$ cat config.mk
export PLATFORM = sky130hd
export DESIGN_NAME = mlfq_thread_scheduler_top
export DESIGN_NICKNAME = d
export VERILOG_FILES = /design/src/rtl/mlfq_pkg.sv /design/src/rtl/mlfq_thread_scheduler_top.sv /design/src/rtl/mlfq_ctrl.sv /design/src/rtl/mlfq_datapath.sv
export VERILOG_INCLUDE_DIRS = /design/src /design/src/rtl
export SDC_FILE = /design/constraint.sdc
export NUM_CORES = 2
export LEC_CHECK = 0
export BUFFER_PORTS_ARGS = -buffer_cell sky130_fd_sc_hd__buf_4
export CAP_MARGIN = 20
export CORE_ASPECT_RATIO = 0.7
export CORE_MARGIN = 2
export CORE_UTILIZATION = 50
export CTS_CLUSTER_DIAMETER = 50
export DETAILED_ROUTE_END_ITERATION = 8
export PLACE_DENSITY = 0.65
export SETUP_SLACK_MARGIN = 0.1
export SLEW_MARGIN = 10
export SYNTH_ARGS = -nofsm -noshare
export SYNTH_HDL_FRONTEND = slang
export SYNTH_SLANG_ARGS = --single-unit
$ cat constraint.sdc
create_clock -name clk -period 13.1 [get_ports clk]
set_input_delay 2.62 -clock clk [delete_from_list [all_inputs] [get_ports clk]]
set_output_delay 2.62 -clock clk [all_outputs]
set_load 0.02 [all_outputs]
$ cat src/rtl/mlfq_thread_scheduler_top_assert.svh
// ---------------------------------------------------------------------------
// Assertion macros for the scheduler
// Shared property forms, clocked on clk and disabled during reset.
// ---------------------------------------------------------------------------
`ifndef MLFQ_THREAD_SCHEDULER_TOP_ASSERT_SVH
`define MLFQ_THREAD_SCHEDULER_TOP_ASSERT_SVH

// Same-cycle implication
`define MLFQ_ASSERT_NOW(label, ante, cons, msg) \
    label: assert property (@(posedge clk) disable iff (!rst_n) (ante) |-> (cons)) \
        else $error(msg);

// Next-cycle implication
`define MLFQ_ASSERT_NEXT(label, ante, cons, msg) \
    label: assert property (@(posedge clk) disable iff (!rst_n) (ante) |=> (cons)) \
        else $error(msg);

`endif

$ cat src/rtl/mlfq_pkg.sv
// ---------------------------------------------------------------------------
// mlfq_pkg
// Constants and controller/datapath interface types of the scheduler.
// ---------------------------------------------------------------------------
package mlfq_pkg;

    localparam int MAX_THREADS = 64;
    localparam int LEVELS      = 10;
    localparam int CLASSES     = 4;
    localparam int TIME_BITS   = 16;
    localparam int NUM_LISTS   = LEVELS * CLASSES;

    localparam int ID_W    = $clog2(MAX_THREADS);
    localparam int LVL_W   = 4;
    localparam int PC_W    = 2;
    localparam int Q_W     = $clog2(NUM_LISTS);
    localparam int CNT_W   = $clog2(MAX_THREADS + 1);
    localparam int SLICE_W = 10;

    localparam logic [LVL_W-1:0] LAST_LEVEL = LVL_W'(LEVELS - 1);

    localparam logic CMD_ADD    = 1'b0;
    localparam logic CMD_SELECT = 1'b1;

    // Controller to datapath commands
    typedef struct packed {
        logic accept;      // latch the incoming item, start reads
        logic add_eval;    // demotion check, thread record write
        logic add_reject;  // thread already waiting: report it unchanged
        logic add_commit;  // link into list, report placement
        logic sel_commit;  // unlink head, charge burst, report
        logic sel_empty;   // nothing ready: report zeros
    } mlfq_ctrl_t;

    // Datapath to controller status
    typedef struct packed {
        logic found;       // some list is non-empty
        logic waiting_hit; // thread of the current add is already queued
        logic out_free;    // output register can take a result
    } mlfq_stat_t;

endpackage

$ cat src/rtl/mlfq_thread_scheduler_top.sv
// ---------------------------------------------------------------------------
// mlfq_thread_scheduler_top
// Multilevel feedback queue scheduler: add threads, select the next one.
// ---------------------------------------------------------------------------
// One item is worked at a time. An add places its result in the output
// register after a record update with demotion check and tail read, then a
// list link; a select after a record and link read, then an unlink. A select
// with every list empty reports zeros, and an add whose thread is already
// waiting reports its record unchanged and is not linked. The next item can
// be accepted on the edge following that result. The steps are set by the
// registered single-port reads of the thread record and list memories.
// in_stall is high from acceptance until the result enters the output
// register; a result held by out_stall delays completion of the next item.
// Reset needs no clearing pass: list occupancy and thread waiting flags are
// flip-flops cleared at once.
module mlfq_thread_scheduler_top (
    input  logic                                  clk,
    input  logic                                  rst_n,
    input  logic                                  in_valid,
    output logic                                  in_stall,
    input  logic                                  command,
    input  logic [mlfq_pkg::ID_W-1:0]             thread_id,
    input  logic [mlfq_pkg::PC_W-1:0]             priority_class,
    input  logic [mlfq_pkg::TIME_BITS-1:0]        next_burst,
    input  logic                                  first_arrival,
    output logic                                  out_valid,
    input  logic                                  out_stall,
    output logic                                  thread_valid,
    output logic [mlfq_pkg::ID_W-1:0]             chosen_thread,
    output logic [mlfq_pkg::LVL_W-1:0]            queue_level,
    output logic [mlfq_pkg::PC_W-1:0]             chosen_priority,
    output logic [mlfq_pkg::SLICE_W-1:0]          slice_ticks,
    output logic [mlfq_pkg::CNT_W-1:0]            ready_count
);

`include "mlfq_thread_scheduler_top_assert.svh"

    mlfq_pkg::mlfq_ctrl_t ctrl;
    mlfq_pkg::mlfq_stat_t stat;

    mlfq_ctrl u_ctrl (
        .clk      (clk),
        .rst_n    (rst_n),
        .in_valid (in_valid),
        .in_stall (in_stall),
        .command  (command),
        .stat     (stat),
        .ctrl     (ctrl)
    );

    mlfq_datapath u_dp (
        .clk             (clk),
        .rst_n           (rst_n),
        .ctrl            (ctrl),
        .stat            (stat),
        .command         (command),
        .thread_id       (thread_id),
        .priority_class  (priority_class),
        .next_burst      (next_burst),
        .first_arrival   (first_arrival),
        .out_valid       (out_valid),
        .out_stall       (out_stall),
        .thread_valid    (thread_valid),
        .chosen_thread   (chosen_thread),
        .queue_level     (queue_level),
        .chosen_priority (chosen_priority),
        .slice_ticks     (slice_ticks),
        .ready_count     (ready_count)
    );

    // Checks
    `MLFQ_ASSERT_NEXT(a_busy_after_accept, in_valid && !in_stall, in_stall, "not busy after accept")
    `MLFQ_ASSERT_NOW(a_slice_on_select, out_valid && thread_valid, slice_ticks != '0, "select without slice")
    `MLFQ_ASSERT_NOW(a_no_slice_else, out_valid && !thread_valid, slice_ticks == '0, "slice without select")
    `MLFQ_ASSERT_NOW(a_count_bound, out_valid, ready_count <= mlfq_pkg::CNT_W'(mlfq_pkg::MAX_THREADS), "ready count overflow")

endmodule

$ cat src/rtl/mlfq_ctrl.sv
// ---------------------------------------------------------------------------
// mlfq_ctrl
// Sequencer for add and select items.
// ---------------------------------------------------------------------------
module mlfq_ctrl (
    input  logic                clk,
    input  logic                rst_n,
    input  logic                in_valid,
    output logic                in_stall,
    input  logic                command,
    input  mlfq_pkg::mlfq_stat_t stat,
    output mlfq_pkg::mlfq_ctrl_t ctrl
);

    typedef enum logic [2:0] {
        ST_IDLE,
        ST_ADD_EVAL,
        ST_ADD_LINK,
        ST_SEL_READ,
        ST_SEL_DONE,
        ST_SEL_EMPTY
    } state_t;

    state_t state_reg;
    state_t state_next;

    assign in_stall = (state_reg != ST_IDLE);

    // Command decode
    always_comb
    begin
        ctrl            = '0;
        ctrl.accept     = (state_reg == ST_IDLE) && in_valid;
        ctrl.add_eval   = (state_reg == ST_ADD_EVAL) && !stat.waiting_hit;
        ctrl.add_reject = (state_reg == ST_ADD_EVAL) && stat.waiting_hit && stat.out_free;
        ctrl.add_commit = (state_reg == ST_ADD_LINK) && stat.out_free;
        ctrl.sel_commit = (state_reg == ST_SEL_DONE) && stat.out_free;
        ctrl.sel_empty  = (state_reg == ST_SEL_EMPTY) && stat.out_free;
    end

    // Next state
    always_comb
    begin
        state_next = state_reg;
        case (state_reg)
            ST_IDLE:
            begin
                if (in_valid)
                begin
                    if (command == mlfq_pkg::CMD_ADD)
                        state_next = ST_ADD_EVAL;
                    else if (stat.found)
                        state_next = ST_SEL_READ;
                    else
                        state_next = ST_SEL_EMPTY;
                end
            end
            ST_ADD_EVAL:
            begin
                if (!stat.waiting_hit)
                    state_next = ST_ADD_LINK;
                else if (stat.out_free)
                    state_next = ST_IDLE;
            end
            ST_ADD_LINK:  if (stat.out_free) state_next = ST_IDLE;
            ST_SEL_READ:  state_next = ST_SEL_DONE;
            ST_SEL_DONE:  if (stat.out_free) state_next = ST_IDLE;
            ST_SEL_EMPTY: if (stat.out_free) state_next = ST_IDLE;
            default:      state_next = ST_IDLE;
        endcase
    end

    always_ff @(posedge clk or negedge rst_n)
    begin
        if (!rst_n)
            state_reg <= ST_IDLE;
        else
            state_reg <= state_next;
    end

endmodule

$ cat src/rtl/mlfq_datapath.sv
// ---------------------------------------------------------------------------
// mlfq_datapath
// Thread records, linked ready lists, occupancy flags and result register.
// ---------------------------------------------------------------------------
module mlfq_datapath (
    input  logic                                  clk,
    input  logic                                  rst_n,
    input  mlfq_pkg::mlfq_ctrl_t                  ctrl,
    output mlfq_pkg::mlfq_stat_t                  stat,
    input  logic                                  command,
    input  logic [mlfq_pkg::ID_W-1:0]             thread_id,
    input  logic [mlfq_pkg::PC_W-1:0]             priority_class,
    input  logic [mlfq_pkg::TIME_BITS-1:0]        next_burst,
    input  logic                                  first_arrival,
    output logic                                  out_valid,
    input  logic                                  out_stall,
    output logic                                  thread_valid,
    output logic [mlfq_pkg::ID_W-1:0]             chosen_thread,
    output logic [mlfq_pkg::LVL_W-1:0]            queue_level,
    output logic [mlfq_pkg::PC_W-1:0]             chosen_priority,
    output logic [mlfq_pkg::SLICE_W-1:0]          slice_ticks,
    output logic [mlfq_pkg::CNT_W-1:0]            ready_count
);

    localparam int ID_W  = mlfq_pkg::ID_W;
    localparam int LVL_W = mlfq_pkg::LVL_W;
    localparam int PC_W  = mlfq_pkg::PC_W;
    localparam int Q_W   = mlfq_pkg::Q_W;
    localparam int TB    = mlfq_pkg::TIME_BITS;
    localparam int CNT_W = mlfq_pkg::CNT_W;
    localparam int SL_W  = mlfq_pkg::SLICE_W;
    localparam int NT    = mlfq_pkg::MAX_THREADS;
    localparam int NL    = mlfq_pkg::NUM_LISTS;

    // Memories
    logic [LVL_W-1:0] level_mem [NT];
    logic [TB-1:0]    used_mem  [NT];
    logic [PC_W-1:0]  prio_mem  [NT];
    logic [TB-1:0]    burst_mem [NT];
    logic [ID_W-1:0]  link_mem  [NT];
    logic [ID_W-1:0]  head_mem  [NL];
    logic [ID_W-1:0]  tail_mem  [NL];

    // Flags and counters
    logic [NT-1:0]    waiting_reg;
    logic [NL-1:0]    nonempty_reg;
    logic [CNT_W-1:0] total_reg;

    // Latched item and working registers
    logic [ID_W-1:0]  id_reg;
    logic [PC_W-1:0]  pc_reg;
    logic [TB-1:0]    burst_reg;
    logic             first_reg;
    logic             sel_reg;
    logic [Q_W-1:0]   q_reg;
    logic [LVL_W-1:0] lvl_reg;

    // Registered read data
    logic [LVL_W-1:0] level_rd;
    logic [TB-1:0]    used_rd;
    logic [PC_W-1:0]  prio_rd;
    logic [TB-1:0]    burst_rd;
    logic [ID_W-1:0]  link_rd;
    logic [ID_W-1:0]  head_rd;
    logic [ID_W-1:0]  tail_rd;

    // Output register
    logic             out_valid_reg;
    logic             tv_reg;
    logic [ID_W-1:0]  id_out_reg;
    logic [LVL_W-1:0] lvl_out_reg;
    logic [PC_W-1:0]  pc_out_reg;
    logic [SL_W-1:0]  slice_out_reg;
    logic [CNT_W-1:0] cnt_out_reg;

    logic             found;
    logic [Q_W-1:0]   q_enc;
    logic [LVL_W-1:0] lv_raw;
    logic [LVL_W-1:0] lv_clip;
    logic [TB-1:0]    used_cur;
    logic             demote;
    logic [LVL_W-1:0] lv_new;
    logic [Q_W-1:0]   q_calc;
    logic [ID_W-1:0]  thr_addr;
    logic [Q_W-1:0]   hq_addr;
    logic [Q_W-1:0]   tq_addr;
    logic [TB:0]      used_sum;
    logic [TB-1:0]    used_sat;
    logic [LVL_W-1:0] sel_lvl;
    logic             out_free;
    logic             emit;

    // Lowest non-empty list: lowest level first, then lowest class
    always_comb
    begin
        found = 1'b0;
        q_enc = '0;
        for (int i = NL - 1; i >= 0; i--)
        begin
            if (nonempty_reg[i])
            begin
                found = 1'b1;
                q_enc = Q_W'(i);
            end
        end
    end

    // Demotion check on add
    always_comb
    begin
        lv_raw   = first_reg ? '0 : level_rd;
        lv_clip  = (lv_raw > mlfq_pkg::LAST_LEVEL) ? mlfq_pkg::LAST_LEVEL : lv_raw;
        used_cur = first_reg ? '0 : used_rd;
        demote   = (used_cur >= (TB'(1) << lv_clip)) && (lv_clip != mlfq_pkg::LAST_LEVEL);
        lv_new   = lv_clip + LVL_W'(demote);
        q_calc   = Q_W'(lv_new * mlfq_pkg::CLASSES) + Q_W'(pc_reg);
    end

    // Burst charge on select, saturating
    assign used_sum = {1'b0, used_rd} + {1'b0, burst_rd};
    assign used_sat = used_sum[TB] ? {TB{1'b1}} : used_sum[TB-1:0];
    assign sel_lvl  = LVL_W'(q_reg / mlfq_pkg::CLASSES);

    // Read address selection
    assign thr_addr = ctrl.accept ? thread_id : (sel_reg ? head_rd : id_reg);
    assign hq_addr  = ctrl.accept ? q_enc : q_reg;
    assign tq_addr  = ctrl.accept ? q_enc : (ctrl.add_eval ? q_calc : q_reg);

    // Thread record memories
    always_ff @(posedge clk)
    begin
        if (ctrl.add_eval)
        begin
            level_mem[id_reg] <= lv_new;
            prio_mem[id_reg]  <= pc_reg;
            burst_mem[id_reg] <= burst_reg;
        end
        level_rd <= level_mem[thr_addr];
        prio_rd  <= prio_mem[thr_addr];
        burst_rd <= burst_mem[thr_addr];
    end

    always_ff @(posedge clk)
    begin
        if (ctrl.add_eval)
            used_mem[id_reg] <= demote ? '0 : used_cur;
        else if (ctrl.sel_commit)
            used_mem[head_rd] <= used_sat;
        used_rd <= used_mem[thr_addr];
    end

    // Link memory: cleared for a new tail, set when appending
    always_ff @(posedge clk)
    begin
        if (ctrl.add_eval)
            link_mem[id_reg] <= '0;
        else if (ctrl.add_commit && nonempty_reg[q_reg])
            link_mem[tail_rd] <= id_reg;
        link_rd <= link_mem[head_rd];
    end

    // List head and tail memories
    always_ff @(posedge clk)
    begin
        if (ctrl.add_commit && !nonempty_reg[q_reg])
            head_mem[q_reg] <= id_reg;
        else if (ctrl.sel_commit && (head_rd != tail_rd))
            head_mem[q_reg] <= link_rd;
        head_rd <= head_mem[hq_addr];
    end

    always_ff @(posedge clk)
    begin
        if (ctrl.add_commit)
            tail_mem[q_reg] <= id_reg;
        tail_rd <= tail_mem[tq_addr];
    end

    // Item latch and working registers
    always_ff @(posedge clk)
    begin
        if (ctrl.accept)
        begin
            id_reg    <= thread_id;
            pc_reg    <= priority_class;
            burst_reg <= next_burst;
            first_reg <= first_arrival;
            sel_reg   <= (command == mlfq_pkg::CMD_SELECT);
            q_reg     <= q_enc;
        end
        else if (ctrl.add_eval)
        begin
            q_reg   <= q_calc;
            lvl_reg <= lv_new;
        end
    end

    // Occupancy flags and ready total
    always_ff @(posedge clk or negedge rst_n)
    begin
        if (!rst_n)
        begin
            waiting_reg  <= '0;
            nonempty_reg <= '0;
            total_reg    <= '0;
        end
        else if (ctrl.add_commit)
        begin
            waiting_reg[id_reg]  <= 1'b1;
            nonempty_reg[q_reg]  <= 1'b1;
            total_reg            <= total_reg + CNT_W'(1);
        end
        else if (ctrl.sel_commit)
        begin
            waiting_reg[head_rd] <= 1'b0;
            if (head_rd == tail_rd)
                nonempty_reg[q_reg] <= 1'b0;
            if (total_reg != '0)
                total_reg <= total_reg - CNT_W'(1);
        end
    end

    // Result register
    assign out_free = !out_valid_reg || !out_stall;
    assign emit     = ctrl.add_reject || ctrl.add_commit || ctrl.sel_commit || ctrl.sel_empty;

    always_ff @(posedge clk or negedge rst_n)
    begin
        if (!rst_n)
            out_valid_reg <= 1'b0;
        else if (emit)
            out_valid_reg <= 1'b1;
        else if (!out_stall)
            out_valid_reg <= 1'b0;
    end

    always_ff @(posedge clk)
    begin
        if (ctrl.add_reject)
        begin
            tv_reg        <= 1'b0;
            id_out_reg    <= id_reg;
            lvl_out_reg   <= level_rd;
            pc_out_reg    <= prio_rd;
            slice_out_reg <= '0;
            cnt_out_reg   <= total_reg;
        end
        else if (ctrl.add_commit)
        begin
            tv_reg        <= 1'b0;
            id_out_reg    <= id_reg;
            lvl_out_reg   <= lvl_reg;
            pc_out_reg    <= pc_reg;
            slice_out_reg <= '0;
            cnt_out_reg   <= total_reg + CNT_W'(1);
        end
        else if (ctrl.sel_commit)
        begin
            tv_reg        <= 1'b1;
            id_out_reg    <= head_rd;
            lvl_out_reg   <= sel_lvl;
            pc_out_reg    <= prio_rd;
            slice_out_reg <= SL_W'(1) << sel_lvl;
            cnt_out_reg   <= (total_reg != '0) ? total_reg - CNT_W'(1) : total_reg;
        end
        else if (ctrl.sel_empty)
        begin
            tv_reg        <= 1'b0;
            id_out_reg    <= '0;
            lvl_out_reg   <= '0;
            pc_out_reg    <= '0;
            slice_out_reg <= '0;
            cnt_out_reg   <= total_reg;
        end
    end

    assign stat.found       = found;
    assign stat.waiting_hit = waiting_reg[id_reg];
    assign stat.out_free    = out_free;

    assign out_valid       = out_valid_reg;
    assign thread_valid    = tv_reg;
    assign chosen_thread   = id_out_reg;
    assign queue_level     = lvl_out_reg;
    assign chosen_priority = pc_out_reg;
    assign slice_ticks     = slice_out_reg;
    assign ready_count     = cnt_out_reg;

endmodule
==> results.toml <==
[clock_tree]
postCtsSetupRepairBufs = 0
cts_buffers = 339
clk_pin_slew_ns = 0.06
cts_sinks = 3533
ctsResizeCount = 0
cts_tree = "yes"
cts_buffer_depth = 4
root_buffer = "clkbuf_16"
clk_latency_ns = 0.91
cts_max_level = 5
hold_buffers = 0

[sta]
setup_viol = 0
rsz0062_at_grt = "false"
finalCritPeriodShare_pct = 57.5
fin_worst_skew_ns = 0.0540
worst_pin_slew_ns = 1.18
slew_headroom_pct = 21.2
holdWs_ns = 0.452
drv_slew = 0
fin_crit_ns = 7.53
fmax_mhz = 133
finalHoldViolCount = 0
setup_ws_ns = 5.57
tns_ns = 0

[detailed_routing]
vias = 75100
drc_errors = 0
wl_mm = 368
ant_nets = 0
first_pass_iters = 8
wl_per_cell_um = 31.6
post_drt_via_cell_ratio = 6.43
drtIter0Drc = 10700

[worst_setup_path]
cp-startpoint = "u_dp.first_reg$_DFFE_PP_"
crit_path_max_fanout = 66
cp-start-kind = "register"
worstPathRequired_ns = 13.86
cp-end-kind = "register"
r2r_start = "u_dp.first_reg$_DFFE_PP_"
arrival_ns = 8.29
crit_type = "register to register"

[finish]
drive_gt1_share_pct = 20.9
area_delta_synth_final_pct = 12.2
multi_input_area_sq_um = 33000
fin_cells = 11700
n_fill_cell = 20500
seq_area_sq_um = 105000
top_regs = "u_dp.burst_mem (1024), u_dp.used_mem (1024), u_dp.link_mem (384)"
nets = 7805

[die]
die_w_um = 634
io_pins = 62
core-area_sq_um = 276000
die_h_um = 445
fp.dieArea_sq_um = 282000
initial_core_util_pct = 50.4
fp-row-count = 161

[placement]
dp_hpwl_mm = 219
dp.cells = 11100
gp_congestion = 0.907
dpl_worst_slack_ns = 5.27
port_buffers = 61

[outcome]
status = "completed"

[run]
maxCapViolCount = 0

[synthesis]
synthArstFlopShare_pct = 3.26
netlist_instances = 7490
ys_types = 82
synth.largest_area_cell = "edfxtp_1"
ys_ff_latch = 3533
synth-main-ff-cell = "edfxtp_1"
synthTopCellsByArea = "edfxtp_1, mux4_2, mux2i_1"
syn_area_per_cell_sq_um = 18.6
ys_warn_count = 0
synth_top_area_share_pct = 72.2
syn_area_sq_um = 139000
synth_edf_count = 3345
ys_seq_area_share_pct = 75.4

[global_routing]
grt_pass1_wl_mm = 527
grt-ovfl-total = 0
track_usage_pct = 25.9
grt_pass1_vias = 72100
grt_max_degree = 126
antenna_found_initial = 27

[power_and_ir_drop]
powerDensity_nw_per_um2 = 249
ir_drop_v = 0.000252
total_power_mw = 38.8
leakagePower_nw = 49.9

[min_path]
hp-class = "register to register"
hold_path.startpoint = "u_dp.thread_valid$_SDFFE_PP0P_"
[cell usage in the layout, fill, tap and decap left out, drive strengths merged, types with 21 or more instances in the layout]
master,Yosys,routed
dfxtp,73,73
mux2i,323,323
a221oi,48,48
nand2,290,290
a22o,40,40
o211ai,22,22
edfxtp,3345,3345
mux4,639,639
clkbuf,326,447
a211oi,285,285
bufinv,0,21
nor2,409,409
nor3,43,43
a31oi,21,21
nor2b,190,190
dfrtp,115,115
o21ai,128,128
a21oi,390,390
ha,37,37
a22oi,109,109
clkinv,1,106
inv,48,70
mux2,46,46
nand3,112,112
o22ai,31,31
and2,23,23
nand4,23,23
buf,127,353
[cell families after synthesis]
logic type                 after synthesis  synth area share (%)
muxes                                 1008                  13.1
DFF                                   3533                  75.4
AOI/OAI and AO/OA                     1204                  5.71
buffers and inverters                  502                  1.41
xor gates and xnor gates                22                 0.139
adders and majority gates               38                 0.347
other                                    1               0.00270
and+or+nand+nor                       1182                  3.97
[final cells by class]
type,count,share of cell area [%]
diodes,5,0.00802
clock buffers,446,5.91
clock inverters,160,0.925
inverters,49,0.118
multi-input cells,3460,21.1
flip-flops and latches,3533,67.2
well taps,3667,2.94
repair buffers,354,1.79
[final timing paths]
path	end	slack, ns	cells past startpoint
max reg2reg	u_dp.tail_rd[4]$_DFF_P_	5.57	25
min reg2reg	u_dp.thread_valid$_SDFFE_PP0P_	0.45	2
min	u_dp.thread_valid$_SDFFE_PP0P_	0.45	2
max in group asynchronous	u_dp.waiting_reg[31]$_DFFE_PN0P_	9.95	2
max	u_dp.tail_rd[4]$_DFF_P_	5.57	25
min in group asynchronous	u_ctrl.state_reg[2]$_DFFE_PN0P_	1.81	1
[Yosys cell counts, types with 100 or more instances]
cell / instances
mux2i_1: 322
edfxtp_1: 3345
buf_1: 100
nand3_1: 112
nor2b_1: 190
a211oi_1: 285
nor2_1: 409
clkbuf_1: 326
dfrtp_1: 115
nand2_1: 290
mux4_2: 639
a21oi_1: 390
a22oi_1: 109
o21ai_0: 116
[per-stage QoR]
stage	instance area (sq um)	utilization (%)
floorplan	139000	-
global placement	145000	52.7
detailed placement	145000	52.7
CTS	156000	56.6
global route	156000	56.6
finish	156000	56.6
[worst max-delay path: stages, from the launching register on]
cell       delay [ns]
edfxtp_1         0.84
inv_1            0.24
o41ai_1          0.13
ha_1             0.30
nand2b_1         0.15
a21o_1           0.18
a21o_1           0.17
a21oi_1          0.12
o21ai_0          0.15
nor4_1           0.20
o21ai_0          0.16
a2111oi_0        0.44
o31a_1           0.63
inv_1            0.13
ha_2             0.23
ha_2             0.30
buf_4            0.55
nor2_1           0.10
and4_1           0.30
a211o_1          0.42
inv_1            0.48
mux2i_1          0.25
mux2i_1          0.10
mux2i_1          0.30
o22ai_1          0.14
or3_1            0.38
[per-layer routing]
metal / share of wire (%) / track usage, %
met5: 0.013 / 0
met4: 2.1 / 5.70
met3: 11 / 5.92
met1: 43 / 41.2
met2: 43 / 36.5
[power by group]
| group | internal, mW | switching (mW) |
|---|---|---|
| registers | 14.1 | 0.543 |
| logic | 5.11 | 9.41 |
| clock network | 5.39 | 4.18 |
No activity file was read; power rests on OpenSTA's default activity.
